### src/hw/rtl/tcc_pkg.sv
package tcc_pkg;

    // Cipher constants
    localparam logic [31:0] TEA_DELTA    = 32'h9e37_79b9;
    localparam int          TEA_ROUNDS   = 32;
    localparam logic [31:0] DEC_SUM_INIT = 32'(TEA_DELTA * TEA_ROUNDS);
    localparam int          BLK_BYTES    = 8;

    // Configuration register indexes
    localparam logic [2:0] CFG_KEY0      = 3'd0;
    localparam logic [2:0] CFG_KEY1      = 3'd1;
    localparam logic [2:0] CFG_KEY2      = 3'd2;
    localparam logic [2:0] CFG_KEY3      = 3'd3;
    localparam logic [2:0] CFG_IV        = 3'd4;
    localparam logic [2:0] CFG_DIRECTION = 3'd5;

    // Item passed from the front stage to the cipher engine
    typedef struct packed {
        logic [63:0] blk;
        logic        restart;
    } tcc_item_t;

    // Register set seen by the engine
    typedef struct packed {
        logic [31:0] key0;
        logic [31:0] key1;
        logic [31:0] key2;
        logic [31:0] key3;
        logic [63:0] iv;
        logic        decrypt;
    } tcc_cfg_t;

endpackage

### src/hw/rtl/tcc_front.sv
module tcc_front (
    input  logic              clk,
    input  logic              rst_n,
    input  logic              decrypt,
    input  logic              in_valid,
    output logic              in_ready,
    input  logic [63:0]       in_block,
    input  logic [3:0]        valid_bytes,
    input  logic              restart,
    output logic              push_valid,
    input  logic              push_ready,
    output tcc_pkg::tcc_item_t push_item
);
    import tcc_pkg::*;

    logic      front_valid_reg;
    tcc_item_t front_item_reg;
    tcc_item_t front_item_next;
    logic      in_fire;

    // Fill bytes n..7 with the value 8-n for a short block
    function automatic logic [63:0] pad_block(input logic [63:0] blk, input logic [3:0] n);
        logic [63:0] res;
        logic [7:0]  padv;
        res  = blk;
        padv = {4'd0, 4'(BLK_BYTES) - n};
        if (n < 4'(BLK_BYTES))
        begin
            for (int i = 0; i < BLK_BYTES; i++)
            begin
                if (4'(i) >= n)
                begin
                    res[8*i +: 8] = padv;
                end
            end
        end
        return res;
    endfunction

    assign in_fire = in_valid && in_ready;
    assign in_ready = !front_valid_reg || push_ready;

    // Classify the beat: pad only when encrypting
    always_comb
    begin
        front_item_next.blk     = decrypt ? in_block : pad_block(in_block, valid_bytes);
        front_item_next.restart = restart;
    end

    // Hold one beat until the queue takes it
    always_ff @(posedge clk or negedge rst_n)
    begin
        if (!rst_n)
        begin
            front_valid_reg <= 1'b0;
        end
        else if (in_ready)
        begin
            front_valid_reg <= in_valid;
        end
    end

    always_ff @(posedge clk)
    begin
        if (in_fire)
        begin
            front_item_reg <= front_item_next;
        end
    end

    assign push_valid = front_valid_reg;
    assign push_item  = front_item_reg;

endmodule

### src/hw/rtl/tcc_queue.sv
module tcc_queue #(
    parameter int DEPTH = 2
) (
    input  logic               clk,
    input  logic               rst_n,
    input  logic               push_valid,
    output logic               push_ready,
    input  tcc_pkg::tcc_item_t push_item,
    output logic               pop_valid,
    input  logic               pop_ready,
    output tcc_pkg::tcc_item_t pop_item
);
    import tcc_pkg::*;

    localparam int PW = (DEPTH > 1) ? $clog2(DEPTH) : 1;
    localparam int CW = $clog2(DEPTH + 1);

    tcc_item_t      slot_reg [DEPTH];
    logic [PW-1:0]  wr_ptr_reg;
    logic [PW-1:0]  rd_ptr_reg;
    logic [CW-1:0]  count_reg;
    logic [CW-1:0]  count_next;
    logic           push_fire;
    logic           pop_fire;

    assign push_ready = count_reg != CW'(DEPTH);
    assign pop_valid  = count_reg != '0;
    assign push_fire  = push_valid && push_ready;
    assign pop_fire   = pop_valid && pop_ready;
    assign pop_item   = slot_reg[rd_ptr_reg];

    // Track occupancy
    always_comb
    begin
        count_next = count_reg;
        if (push_fire && !pop_fire)
        begin
            count_next = count_reg + CW'(1);
        end
        else if (pop_fire && !push_fire)
        begin
            count_next = count_reg - CW'(1);
        end
    end

    // Advance pointers, wrapping at the depth
    always_ff @(posedge clk or negedge rst_n)
    begin
        if (!rst_n)
        begin
            wr_ptr_reg <= '0;
            rd_ptr_reg <= '0;
            count_reg  <= '0;
        end
        else
        begin
            count_reg <= count_next;
            if (push_fire)
            begin
                wr_ptr_reg <= (wr_ptr_reg == PW'(DEPTH - 1)) ? '0 : wr_ptr_reg + PW'(1);
            end
            if (pop_fire)
            begin
                rd_ptr_reg <= (rd_ptr_reg == PW'(DEPTH - 1)) ? '0 : rd_ptr_reg + PW'(1);
            end
        end
    end

    // Store the pushed beat
    always_ff @(posedge clk)
    begin
        if (push_fire)
        begin
            slot_reg[wr_ptr_reg] <= push_item;
        end
    end

`ifndef SYNTHESIS
    a_count_bound: assert property (@(posedge clk) disable iff (!rst_n)
        count_reg <= CW'(DEPTH))
        else $error("queue count above depth");

    a_count_up: assert property (@(posedge clk) disable iff (!rst_n)
        push_fire && !pop_fire |=> count_reg == $past(count_reg) + CW'(1))
        else $error("queue count missed a push");

    a_count_down: assert property (@(posedge clk) disable iff (!rst_n)
        pop_fire && !push_fire |=> count_reg == $past(count_reg) - CW'(1))
        else $error("queue count missed a pop");
`endif

endmodule

### src/hw/rtl/tcc_engine.sv
module tcc_engine (
    input  logic               clk,
    input  logic               rst_n,
    input  tcc_pkg::tcc_cfg_t  cfg,
    input  logic               pop_valid,
    output logic               pop_ready,
    input  tcc_pkg::tcc_item_t pop_item,
    output logic               out_valid,
    input  logic               out_ready,
    output logic [63:0]        out_block
);
    import tcc_pkg::*;

    localparam logic [4:0] LAST_ROUND = 5'(TEA_ROUNDS - 1);

    logic        busy_reg;
    logic [4:0]  rnd_reg;
    logic [31:0] a_reg;
    logic [31:0] b_reg;
    logic [31:0] sum_reg;
    logic [63:0] src_reg;
    logic [63:0] chain_reg;
    logic        started_reg;
    logic        out_valid_reg;
    logic [63:0] out_block_reg;

    logic        pop_fire;
    logic        last;
    logic        out_free;
    logic        step;
    logic [63:0] chain_use;
    logic [31:0] sum_e;
    logic [31:0] a_e;
    logic [31:0] b_e;
    logic [31:0] a_d;
    logic [31:0] b_d;
    logic [31:0] sum_d;
    logic [63:0] res;
    logic [31:0] a_next;
    logic [31:0] b_next;
    logic [31:0] sum_next;

    function automatic logic [31:0] mix(input logic [31:0] x, input logic [31:0] s,
                                        input logic [31:0] ka, input logic [31:0] kb);
        return ((x << 4) + ka) ^ (x + s) ^ ((x >> 5) + kb);
    endfunction

    assign pop_ready = !busy_reg;
    assign pop_fire  = pop_valid && pop_ready;
    assign last      = rnd_reg == LAST_ROUND;
    assign out_free  = !out_valid_reg || out_ready;
    assign step      = busy_reg && (!last || out_free);
    assign chain_use = (pop_item.restart || !started_reg) ? cfg.iv : chain_reg;

    // One full round per cycle in either direction; the last round stalls while output is full
    always_comb
    begin
        sum_e = sum_reg + TEA_DELTA;
        a_e   = a_reg + mix(b_reg, sum_e, cfg.key0, cfg.key1);
        b_e   = b_reg + mix(a_e, sum_e, cfg.key2, cfg.key3);
        b_d   = b_reg - mix(a_reg, sum_reg, cfg.key2, cfg.key3);
        a_d   = a_reg - mix(b_d, sum_reg, cfg.key0, cfg.key1);
        sum_d = sum_reg - TEA_DELTA;
        if (cfg.decrypt)
        begin
            a_next   = a_d;
            b_next   = b_d;
            sum_next = sum_d;
            res      = {b_d, a_d} ^ chain_reg;
        end
        else
        begin
            a_next   = a_e;
            b_next   = b_e;
            sum_next = sum_e;
            res      = {b_e, a_e};
        end
    end

    // Control: start, count rounds, hand off the result
    always_ff @(posedge clk or negedge rst_n)
    begin
        if (!rst_n)
        begin
            busy_reg      <= 1'b0;
            rnd_reg       <= '0;
            chain_reg     <= '0;
            started_reg   <= 1'b0;
            out_valid_reg <= 1'b0;
        end
        else
        begin
            if (step && last)
            begin
                out_valid_reg <= 1'b1;
            end
            else if (out_ready)
            begin
                out_valid_reg <= 1'b0;
            end
            if (pop_fire)
            begin
                busy_reg    <= 1'b1;
                rnd_reg     <= '0;
                chain_reg   <= chain_use;
                started_reg <= 1'b1;
            end
            else if (step)
            begin
                if (last)
                begin
                    busy_reg  <= 1'b0;
                    rnd_reg   <= '0;
                    chain_reg <= cfg.decrypt ? src_reg : res;
                end
                else
                begin
                    rnd_reg <= rnd_reg + 5'd1;
                end
            end
        end
    end

    // Datapath: load the block (chained with the IV or the last block when encrypting), then iterate
    always_ff @(posedge clk)
    begin
        if (pop_fire)
        begin
            src_reg <= pop_item.blk;
            if (cfg.decrypt)
            begin
                a_reg   <= pop_item.blk[31:0];
                b_reg   <= pop_item.blk[63:32];
                sum_reg <= DEC_SUM_INIT;
            end
            else
            begin
                a_reg   <= pop_item.blk[31:0] ^ chain_use[31:0];
                b_reg   <= pop_item.blk[63:32] ^ chain_use[63:32];
                sum_reg <= '0;
            end
        end
        else if (step)
        begin
            a_reg   <= a_next;
            b_reg   <= b_next;
            sum_reg <= sum_next;
            if (last)
            begin
                out_block_reg <= res;
            end
        end
    end

    assign out_valid = out_valid_reg;
    assign out_block = out_block_reg;

`ifndef SYNTHESIS
    a_start_busy: assert property (@(posedge clk) disable iff (!rst_n)
        pop_fire |=> busy_reg && rnd_reg == '0)
        else $error("engine did not start on a popped beat");

    a_idle_count: assert property (@(posedge clk) disable iff (!rst_n)
        !busy_reg |-> rnd_reg == '0)
        else $error("round counter nonzero while idle");

    a_finish: assert property (@(posedge clk) disable iff (!rst_n)
        step && last |=> out_valid_reg && !busy_reg)
        else $error("final round did not post a result");

    a_no_overwrite: assert property (@(posedge clk) disable iff (!rst_n)
        busy_reg && last && out_valid_reg && !out_ready |=> busy_reg && last)
        else $error("engine left final round with output occupied");
`endif

endmodule

### src/hw/rtl/tea_cbc_cipher_top.sv
// Channel  | Handshake            | Payload
// ---------+----------------------+---------------------------------------
// in       | in_valid / in_ready  | in_block[63:0], valid_bytes[3:0], restart
// out      | out_valid / out_ready| out_block[63:0]
// cfg      | cfg_valid / cfg_ready| cfg_index[2:0], cfg_data[63:0]
//
// In the engine each block is loaded, then runs 32 TEA rounds through one
// shared round unit, since every block chains on the last. An in beat goes
// through the front register and queue. Reset clears the configuration,
// chain state, queue pointers and valid flags, but not the data registers.
// The front register and queue keep taking beats while the engine runs, until the
// queue fills; the engine holds its final round while the output register is occupied.
module tea_cbc_cipher_top #(
    parameter int QUEUE_DEPTH = 2
) (
    input  logic        clk,
    input  logic        rst_n,
    input  logic        cfg_valid,
    output logic        cfg_ready,
    input  logic [2:0]  cfg_index,
    input  logic [63:0] cfg_data,
    input  logic        in_valid,
    output logic        in_ready,
    input  logic [63:0] in_block,
    input  logic [3:0]  valid_bytes,
    input  logic        restart,
    output logic        out_valid,
    input  logic        out_ready,
    output logic [63:0] out_block
);
    import tcc_pkg::*;

    tcc_cfg_t  cfg_reg;
    logic      push_valid;
    logic      push_ready;
    tcc_item_t push_item;
    logic      pop_valid;
    logic      pop_ready;
    tcc_item_t pop_item;

    assign cfg_ready = 1'b1;

    // Write the addressed register, drop writes past the list
    always_ff @(posedge clk or negedge rst_n)
    begin
        if (!rst_n)
        begin
            cfg_reg <= '0;
        end
        else if (cfg_valid && cfg_ready)
        begin
            case (cfg_index)
                CFG_KEY0:      cfg_reg.key0    <= cfg_data[31:0];
                CFG_KEY1:      cfg_reg.key1    <= cfg_data[31:0];
                CFG_KEY2:      cfg_reg.key2    <= cfg_data[31:0];
                CFG_KEY3:      cfg_reg.key3    <= cfg_data[31:0];
                CFG_IV:        cfg_reg.iv      <= cfg_data;
                CFG_DIRECTION: cfg_reg.decrypt <= cfg_data[0];
                default:       ;
            endcase
        end
    end

    tcc_front u_front (
        .clk        (clk),
        .rst_n      (rst_n),
        .decrypt    (cfg_reg.decrypt),
        .in_valid   (in_valid),
        .in_ready   (in_ready),
        .in_block   (in_block),
        .valid_bytes(valid_bytes),
        .restart    (restart),
        .push_valid (push_valid),
        .push_ready (push_ready),
        .push_item  (push_item)
    );

    tcc_queue #(
        .DEPTH(QUEUE_DEPTH)
    ) u_queue (
        .clk       (clk),
        .rst_n     (rst_n),
        .push_valid(push_valid),
        .push_ready(push_ready),
        .push_item (push_item),
        .pop_valid (pop_valid),
        .pop_ready (pop_ready),
        .pop_item  (pop_item)
    );

    tcc_engine u_engine (
        .clk      (clk),
        .rst_n    (rst_n),
        .cfg      (cfg_reg),
        .pop_valid(pop_valid),
        .pop_ready(pop_ready),
        .pop_item (pop_item),
        .out_valid(out_valid),
        .out_ready(out_ready),
        .out_block(out_block)
    );

endmodule
### config.mk
export PLATFORM = sky130hd
export DESIGN_NAME = tea_cbc_cipher_top
export DESIGN_NICKNAME = d
export VERILOG_FILES = /design/src/hw/rtl/tcc_pkg.sv /design/src/hw/rtl/tcc_front.sv /design/src/hw/rtl/tcc_queue.sv /design/src/hw/rtl/tcc_engine.sv /design/src/hw/rtl/tea_cbc_cipher_top.sv
export SDC_FILE = /design/constraint.sdc
export NUM_CORES = 2
export LEC_CHECK = 0
export BUFFER_PORTS_ARGS = -buffer_cell sky130_fd_sc_hd__buf_4
export CORE_MARGIN = 5
export CORE_UTILIZATION = 60
export CTS_CLUSTER_SIZE = 8
export DETAILED_ROUTE_END_ITERATION = 16
export PLACE_DENSITY = 0.89
export SETUP_SLACK_MARGIN = 0.15
export SYNTH_ARGS = -nofsm -noshare
export SYNTH_HDL_FRONTEND = slang
export SYNTH_SLANG_ARGS = --single-unit
### constraint.sdc
create_clock -name clk -period 11.5 [get_ports clk]
set_clock_uncertainty 0.1 [all_clocks]
set_input_delay 1.725 -clock clk [delete_from_list [all_inputs] [get_ports clk]]
set_output_delay 1.725 -clock clk [all_outputs]
set_load 0.01 [all_outputs]
==> flow_metrics.py <==
metrics = {
    "placed_design": {
        "dp_hpwl_um": 141000,
        "gp_congestion": 1.07,
        "io_buffers": 206,
    },
    "global_routing": {
        "grt_pass1_wl_um": 275000,
        "track_usage": 0.368,
        "antenna_found_initial": 15,
        "grt_max_degree": 192,
        "overflow": 0,
        "grt_pass1_vias": 46143,
    },
    "timing": {
        "relSlewSlack": 0.146,
        "fmax_mhz": 92.2,
        "timing.final.crit_share": 0.943,
        "tns_ns": 0,
        "worstMarginPinSlew_ns": 1.27,
        "grt_setup_unrepaired": "false",
        "fin_crit_ns": 10.85,
        "final-hold-violation-count": 0,
        "drv_slew": 0,
        "setup_viol": 0,
    },
    "synth": {
        "yosysMostFrequentCell": "xnor2_1",
        "synth_compound_area_frac": 0.194,
        "synth_top_area_cell": "edfxtp_1",
        "synth_xor_area_frac": 0.136,
        "syn_inst": 5510,
        "ys_seq_area_frac": 0.356,
        "syn_area_per_cell_um2": 9.85,
        "synth_area_mm2": 0.0543,
        "yosys.area_share.adder": 0.119,
        "synth_common_cells": "646 x xnor2_1, 490 x ha_1, 488 x a21oi_1, 419 x edfxtp_1, 328 x o21ai_0",
        "ys_ff_latch": 689,
        "synthFlopType": "edfxtp_1",
        "synth.area.mux_share": 0.0719,
        "synthSimpleGateAreaFrac": 0.0981,
        "synth_edf_count": 419,
        "yosysWarnings": 0,
        "synthTopCellsByArea": "edfxtp_1 23%, dfrtp_1 12%, ha_1 11%",
        "synth_top_family_by_area": "compound AO/OA/AOI/OAI gates",
        "syn_nets": 6157,
        "yosys.area.top_type_share": 0.232,
        "ys_types": 93,
        "synthArstFlopShare": 0.392,
    },
    "critical_path": {
        "cpLargestDelayFamily": "compound AO/OA/AOI/OAI gates",
        "critPathLaunchType": "flop",
        "end_kind": "flop",
        "arrival_ns": 11.17,
        "worstSetupPathDepth": 47,
        "r2r_cells": 47,
        "crit_slowest_cell": "edfxtp_1",
        "critPathMaxStageDelay_ns": 0.51,
        "critical_path_buf_inv_count": 2,
        "worstSetupPathType": "reg2reg",
        "required_ns": 11.82,
        "crit_fanout": 7,
        "crit_top_cell": "a21o_1",
    },
    "detailed_routing": {
        "viasPerCell": 6.76,
        "wl_per_cell_um": 26.6,
        "firstDrtPassIters": 8,
        "drc": 0,
        "vias": 47419,
        "drtIter0Drc": 6669,
        "wl_um": 187000,
        "antenna_left": 0,
    },
    "run": {
        "max_cap_violations": 0,
    },
    "clock_tree": {
        "numCtsBuffers": 97,
        "cts.htree.levels": 3,
        "ctsHoldBuffers": 0,
        "cts_buffer_depth": 3,
        "clock_tree.root_cell": "clkbuf_16",
        "clk_latency_ns": 0.69,
        "cts.sinks": 689,
        "path_clk_slew_ns": 0.06,
        "cts_tree": "yes",
    },
    "cells_and_area": {
        "syn_to_final_growth_pct": 11.6,
        "layout.nets": 6397,
        "largest_reg_flops": 193,
        "nFillCells": 6486,
        "drive_above_1_share": 0.125,
    },
    "status": {
        "status": "finished clean",
    },
    "hold_path": {
        "hold_path.class": "reg2reg",
        "hold_depth": 0,
    },
    "floorplan": {
        "initial_core_util": 0.604,
        "die_w_um": 311,
        "rows": 110,
        "dieArea_mm2": 0.0966,
        "die_h_um": 311,
        "coreArea_mm2": 0.0899,
        "pin_count": 208,
    },
}
[repair_timing]
action	CTS	global route
setup buffers	0	9
endpoints found under the setup margin	0	27
gates resized for setup	0	23
[worst paths after layout]
path                                       start                      end  slack (ns)
max reg2reg                  u_engine.sum_reg[0]   u_engine.out_block[30]        0.65
max                          u_engine.sum_reg[0]   u_engine.out_block[30]        0.65
max in group asynchronous                  rst_n      u_engine.rnd_reg[2]        8.95
min in group asynchronous                  rst_n             cfg_reg[124]        0.93
min                        u_front.push_item[27]  u_queue.slot_reg[0][27]        0.34
min reg2reg                u_front.push_item[27]  u_queue.slot_reg[0][27]        0.34
[area by class of cell]
class	instances	area, um2	area share
Multi-Input combinational cell	4470	33800	0.557
Clock inverter	9	186	0.00308
Sequential cell	689	19300	0.319
Timing Repair Buffer	313	2410	0.0397
Clock buffer	169	2700	0.0445
Inverter	179	686	0.0113
Antenna cell	6	15.0	0.000248
Tap cell	1176	1470	0.0243
[routing by layer]
layer | GRT usage | vias up | part of all wire
met3 | 0.107 | 596 | 0.15
met1 | 0.503 | 22691 | 0.38
met4 | 0.150 | 2 | 0.046
li1 | - | 20836 | -
met5 | 0 | - | 0.000070
met2 | 0.553 | 3294 | 0.43
[metrics by stage]
stage | hold WS, ns | setup WS [ns] | std cells | instance area [um2] | util
finish | 0.338 | 0.650 | 7011 | 60600 | 0.674
global route | 0.349 | 0.152 | 7007 | 60600 | 0.674
CTS | 0.334 | 0.341 | 6996 | 60400 | 0.672
detailed placement | 0.329 | 0.385 | 6818 | 57500 | 0.640
global placement | 0.323 | 0.529 | 6818 | 57500 | 0.640
floorplan | 0.321 | 1.53 | 5510 | 54300 | -
[cells in the final DEF (no fill, tap or decap), types with 72 or more instances in the layout]
cell,synthesis,layout
o211ai_1,76,76
xnor2_1,646,644
clkbuf_16,0,97
nor3_1,105,104
mux2i_1,118,118
edfxtp_1,419,419
xor2_1,175,175
buf_4,2,308
ha_1,490,488
nor2_1,304,301
inv_1,177,176
o21ai_0,328,326
a21oi_1,488,487
a21o_1,291,291
dfrtp_1,270,268
nand2_1,320,317
nand3_1,95,95
mux2_2,236,236
clkbuf_1,133,72
[worst register-to-register path: cells and delay by family, from the launching register on]
kind                       cells  cell delay, ns
and+or+nand+nor                3            0.30
DFF                            1            0.51
buffers and inverters          2            0.40
xor gates and xnor gates       7            1.35
AOI/OAI and AO/OA             30            6.26
adders and majority gates      5            1.68
[cells by family (layout without fill, tap and decap cells)]
logic type                 after synthesis  in the layout
adders and majority gates              506            506
AOI/OAI and AO/OA                     1649           1649
other                                    1              7
buffers and inverters                  351            670
DFF                                    689            689
muxes                                  357            357
and+or+nand+nor                       1128           1128
xor gates and xnor gates               829            829
Power is left out: the tool's default activity adds up to more than one toggle a clock period on the data nets, which glitch-free logic cannot reach.
